### config.mk
export PLATFORM = sky130hd
export DESIGN_NAME = delta_record_stream_parser
export DESIGN_NICKNAME = d
export VERILOG_FILES = /design/src/sv/drsp_pkg.sv /design/src/sv/delta_record_stream_parser.sv /design/src/sv/drsp_parser.sv /design/src/sv/drsp_queue.sv
export SDC_FILE = /design/constraint.sdc
export NUM_CORES = 1
export LEC_CHECK = 0
export BUFFER_PORTS_ARGS = -buffer_cell sky130_fd_sc_hd__buf_4
export CORE_UTILIZATION = 53
export DETAILED_ROUTE_END_ITERATION = 10
export GPL_TIMING_DRIVEN = 0
export PLACE_DENSITY_LB_ADDON = 0.05
export SYNTH_ARGS = -nofsm -noshare
export SYNTH_HDL_FRONTEND = slang
export SYNTH_SLANG_ARGS = --single-unit
### constraint.sdc
create_clock -name clk -period 6.2 [get_ports clk]
set_input_delay 0.93 -clock clk [delete_from_list [all_inputs] [get_ports clk]]
set_output_delay 0.93 -clock clk [all_outputs]
set_load 0.05 [all_outputs]
### src/sv/drsp_pkg.sv
// Shared types and constants for the delta record stream parser.
package drsp_pkg;

	typedef enum logic [3:0] {
		PH_PATHLEN = 4'd0,
		PH_PATH    = 4'd1,
		PH_FLAG    = 4'd2,
		PH_OLDLEN  = 4'd3,
		PH_OLD     = 4'd4,
		PH_NEWLEN  = 4'd5,
		PH_NEW     = 4'd6,
		PH_COUNT   = 4'd7,
		PH_OFF     = 4'd8,
		PH_LEN     = 4'd9,
		PH_CSLEN   = 4'd10,
		PH_CS      = 4'd11,
		PH_DLEN    = 4'd12,
		PH_DATA    = 4'd13,
		PH_END     = 4'd14
	} phase_t;

	localparam logic [3:0] KIND_DISCARD = 4'd14;

	localparam logic [1:0] ST_RUN = 2'd0;
	localparam logic [1:0] ST_ACC = 2'd1;
	localparam logic [1:0] ST_BAD = 2'd2;

	localparam logic [63:0] MAX_CHUNK_RST = 64'd104857600;

	localparam int QDEPTH = 4;
	localparam int QPTR_W = $clog2(QDEPTH);
	localparam int QCNT_W = $clog2(QDEPTH + 1);

	localparam logic [63:0] LEN_HASH = 64'd4;
	localparam logic [63:0] LEN_WIDE = 64'd8;
	localparam logic [63:0] LEN_ONE  = 64'd1;

	typedef struct packed {
		logic [3:0]  kind;
		logic [7:0]  byte_out;
		logic [31:0] chunk_index;
		logic [63:0] field_value;
		logic        field_done;
		logic        compressed;
		logic [1:0]  status;
	} result_t;

endpackage

### src/sv/delta_record_stream_parser.sv
// Delta record stream parser: takes one payload byte per cycle while full is low and
// gives one result per byte. The parser classifies a byte in the cycle it is pushed (one
// pass through a 64-bit decrement, shift and limit compare) and writes the result into a
// four-entry queue; the result can be popped from the next cycle on. Sustained rate is
// one byte per clock while the consumer pops every cycle; full rises only when four
// results wait. The chunk data limit is a 64-bit register at address 0 of the config
// port, reset to 100 MiB; write it only while no payload is in flight.
module delta_record_stream_parser import drsp_pkg::*; (
	input  logic        clk,
	input  logic        arst_n,
	input  logic        push,
	output logic        full,
	input  logic [7:0]  data_byte,
	input  logic        is_last,
	output logic        empty,
	input  logic        pop,
	output logic [3:0]  kind,
	output logic [7:0]  byte_out,
	output logic [31:0] chunk_index,
	output logic [63:0] field_value,
	output logic        field_done,
	output logic        compressed,
	output logic [1:0]  status,
	input  logic        psel,
	input  logic        penable,
	input  logic        pwrite,
	input  logic [3:0]  paddr,
	input  logic [63:0] pwdata,
	output logic [63:0] prdata,
	output logic        pready
);

	logic [63:0] max_chunk_q;
	logic        take;
	result_t     res_new, res_out;

	assign pready = 1'b1;
	assign prdata = paddr[3] ? 64'd0 : max_chunk_q;

	always_ff @(posedge clk or negedge arst_n) begin
		if (!arst_n)
			max_chunk_q <= MAX_CHUNK_RST;
		else if (psel && penable && pwrite && !paddr[3])
			max_chunk_q <= pwdata;
	end

	assign take = push && !full;

	drsp_parser u_parser (
		.clk       (clk),
		.arst_n    (arst_n),
		.take      (take),
		.data_byte (data_byte),
		.is_last   (is_last),
		.max_chunk (max_chunk_q),
		.res       (res_new)
	);

	drsp_queue u_queue (
		.clk     (clk),
		.arst_n  (arst_n),
		.wr      (take),
		.wr_data (res_new),
		.rd      (pop),
		.rd_data (res_out),
		.full    (full),
		.empty   (empty)
	);

	assign kind        = res_out.kind;
	assign byte_out    = res_out.byte_out;
	assign chunk_index = res_out.chunk_index;
	assign field_value = res_out.field_value;
	assign field_done  = res_out.field_done;
	assign compressed  = res_out.compressed;
	assign status      = res_out.status;

endmodule

### src/sv/drsp_parser.sv
// Front end: per-byte record parser that classifies each beat and builds its result.
module drsp_parser import drsp_pkg::*; (
	input  logic        clk,
	input  logic        arst_n,
	input  logic        take,
	input  logic [7:0]  data_byte,
	input  logic        is_last,
	input  logic [63:0] max_chunk,
	output result_t     res
);

	phase_t      phase_q, phase_d;
	logic [63:0] left_q, left_d;
	logic [63:0] acc_q, acc_d;
	logic [31:0] chunks_q, chunks_d;
	logic [31:0] cnt_q, cnt_d;
	logic        flag_q, flag_d;
	logic        err_q, err_d;

	logic [63:0] acc_shift;
	logic        field_end;
	logic [3:0]  kind;
	logic        done;
	logic [63:0] value;
	logic [1:0]  status;

	always_comb begin
		phase_d   = phase_q;
		left_d    = left_q;
		acc_d     = acc_q;
		chunks_d  = chunks_q;
		cnt_d     = cnt_q;
		flag_d    = flag_q;
		err_d     = err_q;
		kind      = phase_q;
		done      = 1'b0;
		value     = '0;
		acc_shift = {acc_q[55:0], data_byte};
		field_end = (left_q == LEN_ONE);

		if (err_q || phase_q == PH_END) begin
			kind  = KIND_DISCARD;
			err_d = 1'b1;
		end else begin
			case (phase_q)
				PH_PATHLEN, PH_OLDLEN, PH_NEWLEN, PH_COUNT,
				PH_OFF, PH_LEN, PH_CSLEN, PH_DLEN: begin
					acc_d  = acc_shift;
					left_d = left_q - 64'd1;
					if (field_end) begin
						done  = 1'b1;
						value = acc_shift;
						acc_d = '0;
						case (phase_q)
							PH_PATHLEN: begin
								if (acc_shift == '0) begin
									phase_d = PH_FLAG;
									left_d  = LEN_ONE;
								end else begin
									phase_d = PH_PATH;
									left_d  = acc_shift;
								end
							end
							PH_OLDLEN: begin
								if (acc_shift == '0) begin
									phase_d = PH_NEWLEN;
									left_d  = LEN_HASH;
								end else begin
									phase_d = PH_OLD;
									left_d  = acc_shift;
								end
							end
							PH_NEWLEN: begin
								if (acc_shift == '0) begin
									phase_d = PH_COUNT;
									left_d  = LEN_HASH;
								end else begin
									phase_d = PH_NEW;
									left_d  = acc_shift;
								end
							end
							PH_COUNT: begin
								chunks_d = acc_shift[31:0];
								if (acc_shift[31:0] == '0) begin
									phase_d = PH_END;
									left_d  = '0;
								end else begin
									phase_d = PH_OFF;
									left_d  = LEN_WIDE;
								end
							end
							PH_OFF: begin
								phase_d = PH_LEN;
								left_d  = LEN_WIDE;
							end
							PH_LEN: begin
								phase_d = PH_CSLEN;
								left_d  = LEN_HASH;
							end
							PH_CSLEN: begin
								if (acc_shift == '0) begin
									phase_d = PH_DLEN;
									left_d  = LEN_WIDE;
								end else begin
									phase_d = PH_CS;
									left_d  = acc_shift;
								end
							end
							default: begin
								// data length: limit check, empty chunk closes at once
								if (acc_shift > max_chunk) begin
									err_d = 1'b1;
								end else if (acc_shift == '0) begin
									cnt_d    = cnt_q + 32'd1;
									chunks_d = chunks_q - 32'd1;
									if (chunks_q == 32'd1) begin
										phase_d = PH_END;
										left_d  = '0;
									end else begin
										phase_d = PH_OFF;
										left_d  = LEN_WIDE;
									end
								end else begin
									phase_d = PH_DATA;
									left_d  = acc_shift;
								end
							end
						endcase
					end
				end
				PH_FLAG: begin
					flag_d  = (data_byte != 8'd0);
					phase_d = PH_OLDLEN;
					left_d  = LEN_HASH;
				end
				PH_PATH, PH_OLD, PH_NEW, PH_CS, PH_DATA: begin
					left_d = left_q - 64'd1;
					if (field_end) begin
						case (phase_q)
							PH_PATH: begin
								phase_d = PH_FLAG;
								left_d  = LEN_ONE;
							end
							PH_OLD: begin
								phase_d = PH_NEWLEN;
								left_d  = LEN_HASH;
							end
							PH_NEW: begin
								phase_d = PH_COUNT;
								left_d  = LEN_HASH;
							end
							PH_CS: begin
								phase_d = PH_DLEN;
								left_d  = LEN_WIDE;
							end
							default: begin
								cnt_d    = cnt_q + 32'd1;
								chunks_d = chunks_q - 32'd1;
								if (chunks_q == 32'd1) begin
									phase_d = PH_END;
									left_d  = '0;
								end else begin
									phase_d = PH_OFF;
									left_d  = LEN_WIDE;
								end
							end
						endcase
					end
				end
				default: begin
					kind  = KIND_DISCARD;
					err_d = 1'b1;
				end
			endcase
		end

		if (is_last)
			status = (!err_d && phase_d == PH_END) ? ST_ACC : ST_BAD;
		else
			status = err_d ? ST_BAD : ST_RUN;

		res.kind        = kind;
		res.byte_out    = data_byte;
		res.chunk_index = cnt_d;
		res.field_value = value;
		res.field_done  = done;
		res.compressed  = flag_d;
		res.status      = status;
	end

	always_ff @(posedge clk or negedge arst_n) begin
		if (!arst_n) begin
			phase_q  <= PH_PATHLEN;
			left_q   <= LEN_HASH;
			acc_q    <= '0;
			chunks_q <= '0;
			cnt_q    <= '0;
			flag_q   <= 1'b0;
			err_q    <= 1'b0;
		end else if (take) begin
			if (is_last) begin
				// payload done: back to the start of a record
				phase_q  <= PH_PATHLEN;
				left_q   <= LEN_HASH;
				acc_q    <= '0;
				chunks_q <= '0;
				cnt_q    <= '0;
				flag_q   <= 1'b0;
				err_q    <= 1'b0;
			end else begin
				phase_q  <= phase_d;
				left_q   <= left_d;
				acc_q    <= acc_d;
				chunks_q <= chunks_d;
				cnt_q    <= cnt_d;
				flag_q   <= flag_d;
				err_q    <= err_d;
			end
		end
	end

endmodule

### src/sv/drsp_queue.sv
// Back end: short result queue that holds finished results until they are popped.
module drsp_queue import drsp_pkg::*; (
	input  logic    clk,
	input  logic    arst_n,
	input  logic    wr,
	input  result_t wr_data,
	input  logic    rd,
	output result_t rd_data,
	output logic    full,
	output logic    empty
);

	result_t             mem_q [QDEPTH];
	logic [QPTR_W-1:0]   wptr_q, rptr_q;
	logic [QCNT_W-1:0]   cnt_q;
	logic                do_wr, do_rd;

	assign full    = (cnt_q == QCNT_W'(QDEPTH));
	assign empty   = (cnt_q == '0);
	assign do_wr   = wr && !full;
	assign do_rd   = rd && !empty;
	assign rd_data = mem_q[rptr_q];

	always_ff @(posedge clk) begin
		if (do_wr)
			mem_q[wptr_q] <= wr_data;
	end

	always_ff @(posedge clk or negedge arst_n) begin
		if (!arst_n) begin
			wptr_q <= '0;
			rptr_q <= '0;
			cnt_q  <= '0;
		end else begin
			if (do_wr)
				wptr_q <= wptr_q + QPTR_W'(1);
			if (do_rd)
				rptr_q <= rptr_q + QPTR_W'(1);
			if (do_wr && !do_rd)
				cnt_q <= cnt_q + QCNT_W'(1);
			else if (do_rd && !do_wr)
				cnt_q <= cnt_q - QCNT_W'(1);
		end
	end

endmodule
==> results of run 1 <==
worst paths after layout:
| check | from | to | slack [ps] | cells after the start |
|---|---|---|---|---|
| worst max-delay path | u_parser.acc_q[55] | u_parser.left_q[12] | 820 | 12 |
| worst min-delay path | arst_n | max_chunk_q[45] | 190 | 1 |
| worst min register to register | max_chunk_q[48] | max_chunk_q[48] | 500 | 1 |
| worst max register to register | u_parser.acc_q[55] | u_parser.left_q[12] | 820 | 12 |
| min in group clk | max_chunk_q[48] | max_chunk_q[48] | 500 | 1 |
| max in group asynchronous | arst_n | u_parser.err_q | 4990 | 2 |
sequential cells by signal (all words and copies together) (netlist names):
signal             cells
u_parser.acc_q        56
u_parser.chunks_q     32
u_queue.wptr_q         2
u_parser.left_q       64
u_parser.phase_q       4
u_parser.err_q         1
u_parser.cnt_q        32
u_queue.cnt_q          3
max_chunk_q           64
u_queue.rptr_q         2
u_queue.mem_q        448
u_parser.flag_q        1
cells in the mapped netlist, drive strengths merged, types with 17 or more instances:
master / number
clkbuf: 106
o211ai: 21
mux2: 67
a21oi: 98
buf: 59
a211oi: 17
nand2: 137
nor3: 71
inv: 113
nor2: 229
a31oi: 33
mux2i: 34
ha: 74
and3: 95
o21ai: 140
o31ai: 30
xnor2: 29
o22ai: 33
nor4: 44
and2: 19
dfrtp: 257
a22o: 61
or3: 21
mux4: 112
edfxtp: 448
or4: 18
nand4: 34
xor2: 17
nand3: 58
final cells by class:
type                       count  area (um2)  area share, %
clock buffer                 100        2116          5.316
buffer                       165       719.4          1.808
clock inverter                44       534.3          1.342
multi-input combinational   1674       12750          32.03
tap                          846        1059          2.660
timing repair buffer         267        2212          5.558
inverter                     113       424.2          1.066
sequential                   709       19990          50.22
kinds of logic after synthesis:
| family | share of synthesized area, % |
|---|---|
| simple gates | 11.83 |
| other cells | 0.01107 |
| buf+inv | 3.376 |
| fa+ha+maj | 2.822 |
| compound gates | 11.08 |
| mux | 10.68 |
| xor+xnor | 1.189 |
| flops | 59.02 |
layer usage:
layer	up-vias	wire length, um
met5	-	0
met4	0	3349
met3	220	7996
met2	1236	48460
met1	12606	42150
li1	10978	-
where the power goes:
part / internal (mW) / leakage, nW / switching [mW] / total (mW)
clock: 2.85 / 1.28 / 1.94 / 4.79
sequential: 6.06 / 7.79 / 0.700 / 6.76
combinational: 2.92 / 7.17 / 5.82 / 8.74
through the flow:
stage / instances / worst slack, ps
6_report: 3918 / 821.8
5_1_grt: 3918 / 845.9
4_1_cts: 3918 / 1047
3_5_place_dp: 3774 / 841.9
3_3_place_gp: 3764 / -1684
2_1_floorplan: 2661 / 1247
==> impl_results.md, run 1 <==
- CTS clk-pin slew, worst paths: 60 ps
- FILL cells: 4872
- Max IR drop VDD: roughly 360 uV
- M1 GR Usage: 43.64%
- Slew Limit Fails: 7
- Critical path type: register to register
- Met3 Resource Use GR: 5.858%
- Number of diodes: 0
- Failing checks: max-capacitance violations, max-slew violations
- Synth area leaders: edfxtp_1 (40%), dfrtp_1 (19%), mux4_2 (7.4%)
- Routability Congestion: approximately 0.94
- HPWL Detailed: around 70000 um
- Initial drt markers: roughly 2.4k
- Final setup TNS: 0 ps
- Min cycle time layout: 5378 ps
- First-pass GRT wire length: between 150000 and 200000 um
- Syn_area_per_cell: between 10 and 15 um2
- Main synth FF type: edfxtp_1
- Yosys Warn Count: 0
- Grt peak-use layer: met2
- CTS Buf Count: slightly below 80
- Lkg Pwr: 16.24 nW
- Number of max-cap violations: 1
- Startpoint Class: register
- Hold_buf cts: 0
- EDFF count, synth: approximately 450
- Status: finished with violations
- Commonest non-fill, non-tap cell in the layout: edfxtp_1
- Worst relative slew slack: -2.195%
- Max stage delay on crit path: 980 ps
- Sink Count: roughly 700
- Die Ht: 254.8 um
- Wire per inst: ~26 um
- Nets: 3167
- H-tree levels: 3
- Fin Hold WS: between 150 and 200 ps
- Io pins: around 260
- Delay-heaviest family, CP: compound AO/OA/AOI/OAI gates
- Yosys top cell by area: edfxtp_1
- CP max-delay cell: a221oi_1
- Worst slew pin tran: between 1500 and 2000 ps
- Fin crit share: between 80% and 90%
- Post-CTS setup buffers: 0
- Final hold vios: 0
- Tot Pwr: about 20 mW
- Crit path capture type: register
- Residual DRC: 0
- Initial antenna violation count: 0
- Fin Clk Skew: around 22 ps
- IO buf count: 257
- Arrival time at the worst endpoint: 5920 ps
- Hold Crit Class: input pin to async pin
- ANT nets after route: 0
- Cell variety after synth: 95
- Syn Inst Count: roughly 2.7k
- Post-synthesis async set-or-reset flop share: between 30% and 40%
- Max Fclk: 0.1859 GHz
- Rows: 92
- Met2 usage: approximately 50%
- GRT Overall Usage: between 30% and 40%
- Flop and latch count out of synthesis: 709
- Seq/Total Area, Yosys: 59.02%
- Unrepaired setup endpoints after global routing: false
- Root Buffer Master: clkbuf_16
- Finished Core Util: around 63%
- Post-Syn Area: ~34000 um2
- CTS tree: done
- Crit path required time: 6740 ps
- Share of layout cells above drive strength 1: 20.41%
- Yosys top cell area share: 39.72%
- Clock latency on the worst-skew pair: 640 ps
- Clock Tree Buf Depth: 3
- Critical Path Fanout Max: 10
- Die Wd: between 200 and 300 um
- Post-CTS sizing: 0
- Core region area: 63080 um2
- DRT Pass-1 Iters: 6
- Pwr Density: 509.9 nW/um2
- WP buf/inv: 2
- Commonest non-fill, non-tap cells in the layout: edfxtp_1 (448), buf_4 (260), dfrtp_1 (257)
- Routed vias: approximately 25k
- Synth-to-layout area growth: 17.51%
- Post-DP Area: approximately 37000 um2
- Setup-failing EPs final: 0
- Largest net degree at the start of global routing: 110
- Design Area, Final: 39800 um2
- Global route overflow: 0
- Synthesized Nets: between 2k and 3k
- Vias/cell: approximately 6.4
- Crit-path cells: ha_1 -> a21oi_1 -> o211ai_1 -> a21oi_1 -> or3b_1 -> a221oi_1 -> nand2_1 -> clkbuf_1 -> a31oi_2 -> clkbuf_1 -> nand3_1 -> a22oi_1
- Initial Utilization: a little over half
- Vias in the first global route: between 20k and 25k
- Die area: between 60000 and 70000 um2
- Detailed Route WL: between 100000 and 150000 um
Power figures use the tool's default switching activity.
==> inputs of run 2 (changes only) <==
--- a/config.mk
+++ b/config.mk
@@ -6,7 +6,9 @@
 export NUM_CORES = 1
 export LEC_CHECK = 0
 export BUFFER_PORTS_ARGS = -buffer_cell sky130_fd_sc_hd__buf_4
-export CORE_UTILIZATION = 53
+export CELL_PAD_IN_SITES_DETAIL_PLACEMENT = 0
+export CELL_PAD_IN_SITES_GLOBAL_PLACEMENT = 1
+export CORE_UTILIZATION = 50
 export DETAILED_ROUTE_END_ITERATION = 10
 export GPL_TIMING_DRIVEN = 0
 export PLACE_DENSITY_LB_ADDON = 0.05
==> run 2 against run 1 <==
  * The flow now finishes without violations
  * Utilization fell by 3.7 points
  * Worst setup slack lost 88 ps
  * Sequential share of layout area about the same
  * Wire length up 0.13%
  * Largest cell class unchanged
  * Highest routed layer is now met5
==> impl_results.md, run 2 (synthesis gave the netlist of run 1 again) <==
- Status: completed
- Arrival time at the worst endpoint: 5990 ps (+70 ps)
- Die Wd: 262.3 um (+2.9%)
- Number of max-cap violations: 0 (-1)
- Detailed Route WL: 102100 um (+0.13%)
- Worst slew pin tran: 1381 ps (-127.9 ps)
- CP max-delay cell: a221oi_1
- Min cycle time layout: 5466 ps (+87.90 ps)
- Critical Path Fanout Max: 10 (unchanged)
- Initial antenna violation count: 2 (+2)
- Nets: 3168 (+0.032%)
- WP buf/inv: 2 (unchanged)
- Final hold vios: 0 (unchanged)
- Lkg Pwr: 16.26 nW (+0.11%)
- GRT Overall Usage: 29.58% (-2.0 points)
- Max IR drop VDD: 289.5 uV (-21%)
- Most common cell on crit path: a21oi_1
- Reg2reg start: u_parser.acc_q[55]
- Post-CTS setup buffers: 0 (unchanged)
- Reg with most FFs: u_queue.mem_q
- Rows: 95 (+3.3%)
- Startpoint Class: register
- Synth-to-layout area growth: 17.60% (about the same)
- Routed vias: 24.66k (-1.5%)
- HPWL Detailed: 71190 um (+1.4%)
- DRT Pass-1 Iters: 6 (unchanged)
- Crit path capture type: register
- R2r setup slk: 730 ps (-90 ps)
- Hold_buf cts: 0 (unchanged)
- H-tree levels: 3 (unchanged)
- Vias/cell: 6.245 (-2.3%)
- Die Ht: 262.3 um (+2.9%)
- Commonest non-fill, non-tap cells in the layout: edfxtp_1 (448), buf_4 (261), dfrtp_1 (257)
- Fin crit share: 88.16% (+1.4 points)
- First-pass GRT wire length: 154200 um (+1.2%)
- Wire per inst: 25.85 um (-0.65%)
- CTS Buf Count: 78 (unchanged)
- Max stage delay on crit path: 970 ps (about the same)
- IO buf count: 257 (unchanged)
- Share of layout cells above drive strength 1: 20.79% (+0.38 points)
- Commonest non-fill, non-tap cell in the layout: edfxtp_1
- Die area: 68790 um2 (+6.0%)
- Root Buffer Master: clkbuf_16
- Pwr Density: 507.6 nW/um2 (-0.45%)
- Reg2reg path depth: 12 (unchanged)
- Io pins: 263 (unchanged)
- ANT nets after route: 0 (unchanged)
- Initial drt markers: 2527 (+5.7%)
- Global route overflow: 0 (unchanged)
- Hold Crit Class: input pin to async pin
- Max reg flops: 448 (unchanged)
- Vias in the first global route: 24.71k (+0.67%)
- Slew Limit Fails: 0 (-7)
- Setup-failing EPs final: 0 (unchanged)
- Finished Core Util: 59.41% (-3.7 points)
- Worst relative slew slack: 6.468% (+8.7 points)
- Core region area: 67040 um2 (+6.3%)
- Worst reg2reg endpoint: u_parser.left_q[53]
- Tot Pwr: 20.22 mW (-0.37%)
- Fin Clk Skew: 36.36 ps (+14.60 ps)
- Sink Count: 709 (unchanged)
- Crit path required time: 6730 ps (about the same)
- Unrepaired setup endpoints after global routing: false
- Clock Tree Buf Depth: 3 (unchanged)
- CTS tree: done
- CTS clk-pin slew, worst paths: 60 ps (about the same)
- Critical path type: register to register
- Post-CTS sizing: 0 (unchanged)
- Largest net degree at the start of global routing: 119 (+8.2%)
- Residual DRC: 0 (unchanged)
- Routability Congestion: 0.9364 (about the same)
- Max Fclk: 0.1829 GHz (-1.6%)
- Initial Utilization: 50.52% (-3.2 points)
- Clock latency on the worst-skew pair: 650 ps (about the same)
- Crit-path cells: ha_1 -> a21oi_1 -> o211ai_1 -> a21oi_1 -> or3b_1 -> a221oi_1 -> nand2_1 -> clkbuf_1 -> a31oi_2 -> buf_2 -> a21oi_1 -> a221o_1
- Delay-heaviest family, CP: compound AO/OA/AOI/OAI gates
- Biggest regs: u_queue.mem_q: 448 flops, max_chunk_q: 64 flops, u_parser.left_q: 64 flops
==> run 2: cell types whose count changed in the layout (fill, tap and decap cells not counted), moves of 2 or more <==
cell        delta
bufinv_16      -4
diode_2        +2
clkinvlp_4     -2
clkinv_2      +12
clkinv_1       -7
inv_16         -2
clkbuf_1       -3
clkinv_16      +3
clkbuf_8       +4
clkinv_8       +2
==> run 2: per-layer routing <==
metal  vias to the layer above  global-route usage, %  share of wire (%)
li1                      10989                      -                  -
met1                     12462                  41.04                 43
met2                       997                  47.05                 47
met3                       213                  4.543                6.8
met4                         2                  11.72                3.5
met5                         -                      0              0.013
==> run 2: where the power goes <==
group / switching [mW] / internal, mW / total, mW
clock: 1.98 / 2.73 / 4.71
sequential: 0.708 / 6.06 / 6.77
combinational: 5.83 / 2.92 / 8.74
total: 8.52 / 11.7 / 20.2
==> run 2: how the worst max path moves through the flow <==
| stage | from | to | slack, ps | cells past startpoint |
|---|---|---|---|---|
| 2_1_floorplan | push | u_queue.mem_q[0][0] | 1250 | 6 |
| 3_3_place_gp | push | u_queue.mem_q[0][55] | -1770 | 7 |
| 3_5_place_dp | data_byte[0] | u_parser.left_q[53] | 730 | 14 |
| 4_1_cts | u_parser.acc_q[55] | u_parser.left_q[53] | 820 | 12 |
| 5_1_grt | max_chunk_q[63] | u_parser.left_q[14] | 490 | 13 |
| 6_report | u_parser.acc_q[55] | u_parser.left_q[53] | 730 | 12 |
==> run 2: through the flow <==
stage / cell area (um2) / hold slack [ps] / std cells / setup TNS [ps] / worst slack [ps]
CTS: 39830 / 246.5 / 3947 / 0 / 820.7
detailed placement: 37180 / 483.8 / 3802 / 0 / 730.9
global route: 39830 / 284.1 / 3947 / 0 / 494.2
global placement: 36890 / 474.2 / 3791 / -688720 / -1770
finish: 39830 / 235.0 / 3949 / 0 / 733.9
floorplan: 33870 / 456.0 / 2661 / 0 / 1247
==> run 2: layout make-up <==
class / count / area, um2
diodes: 2 / 5.005
plain buffers: 165 / 719.4
clock buffers: 100 / 2135
clock inverters: 45 / 506.7
fillers: 5386 / 27210
inverters: 113 / 424.2
multi-input cells: 1674 / 12750
flip-flops and latches: 709 / 19990
well taps: 873 / 1092
repair buffers: 268 / 2212
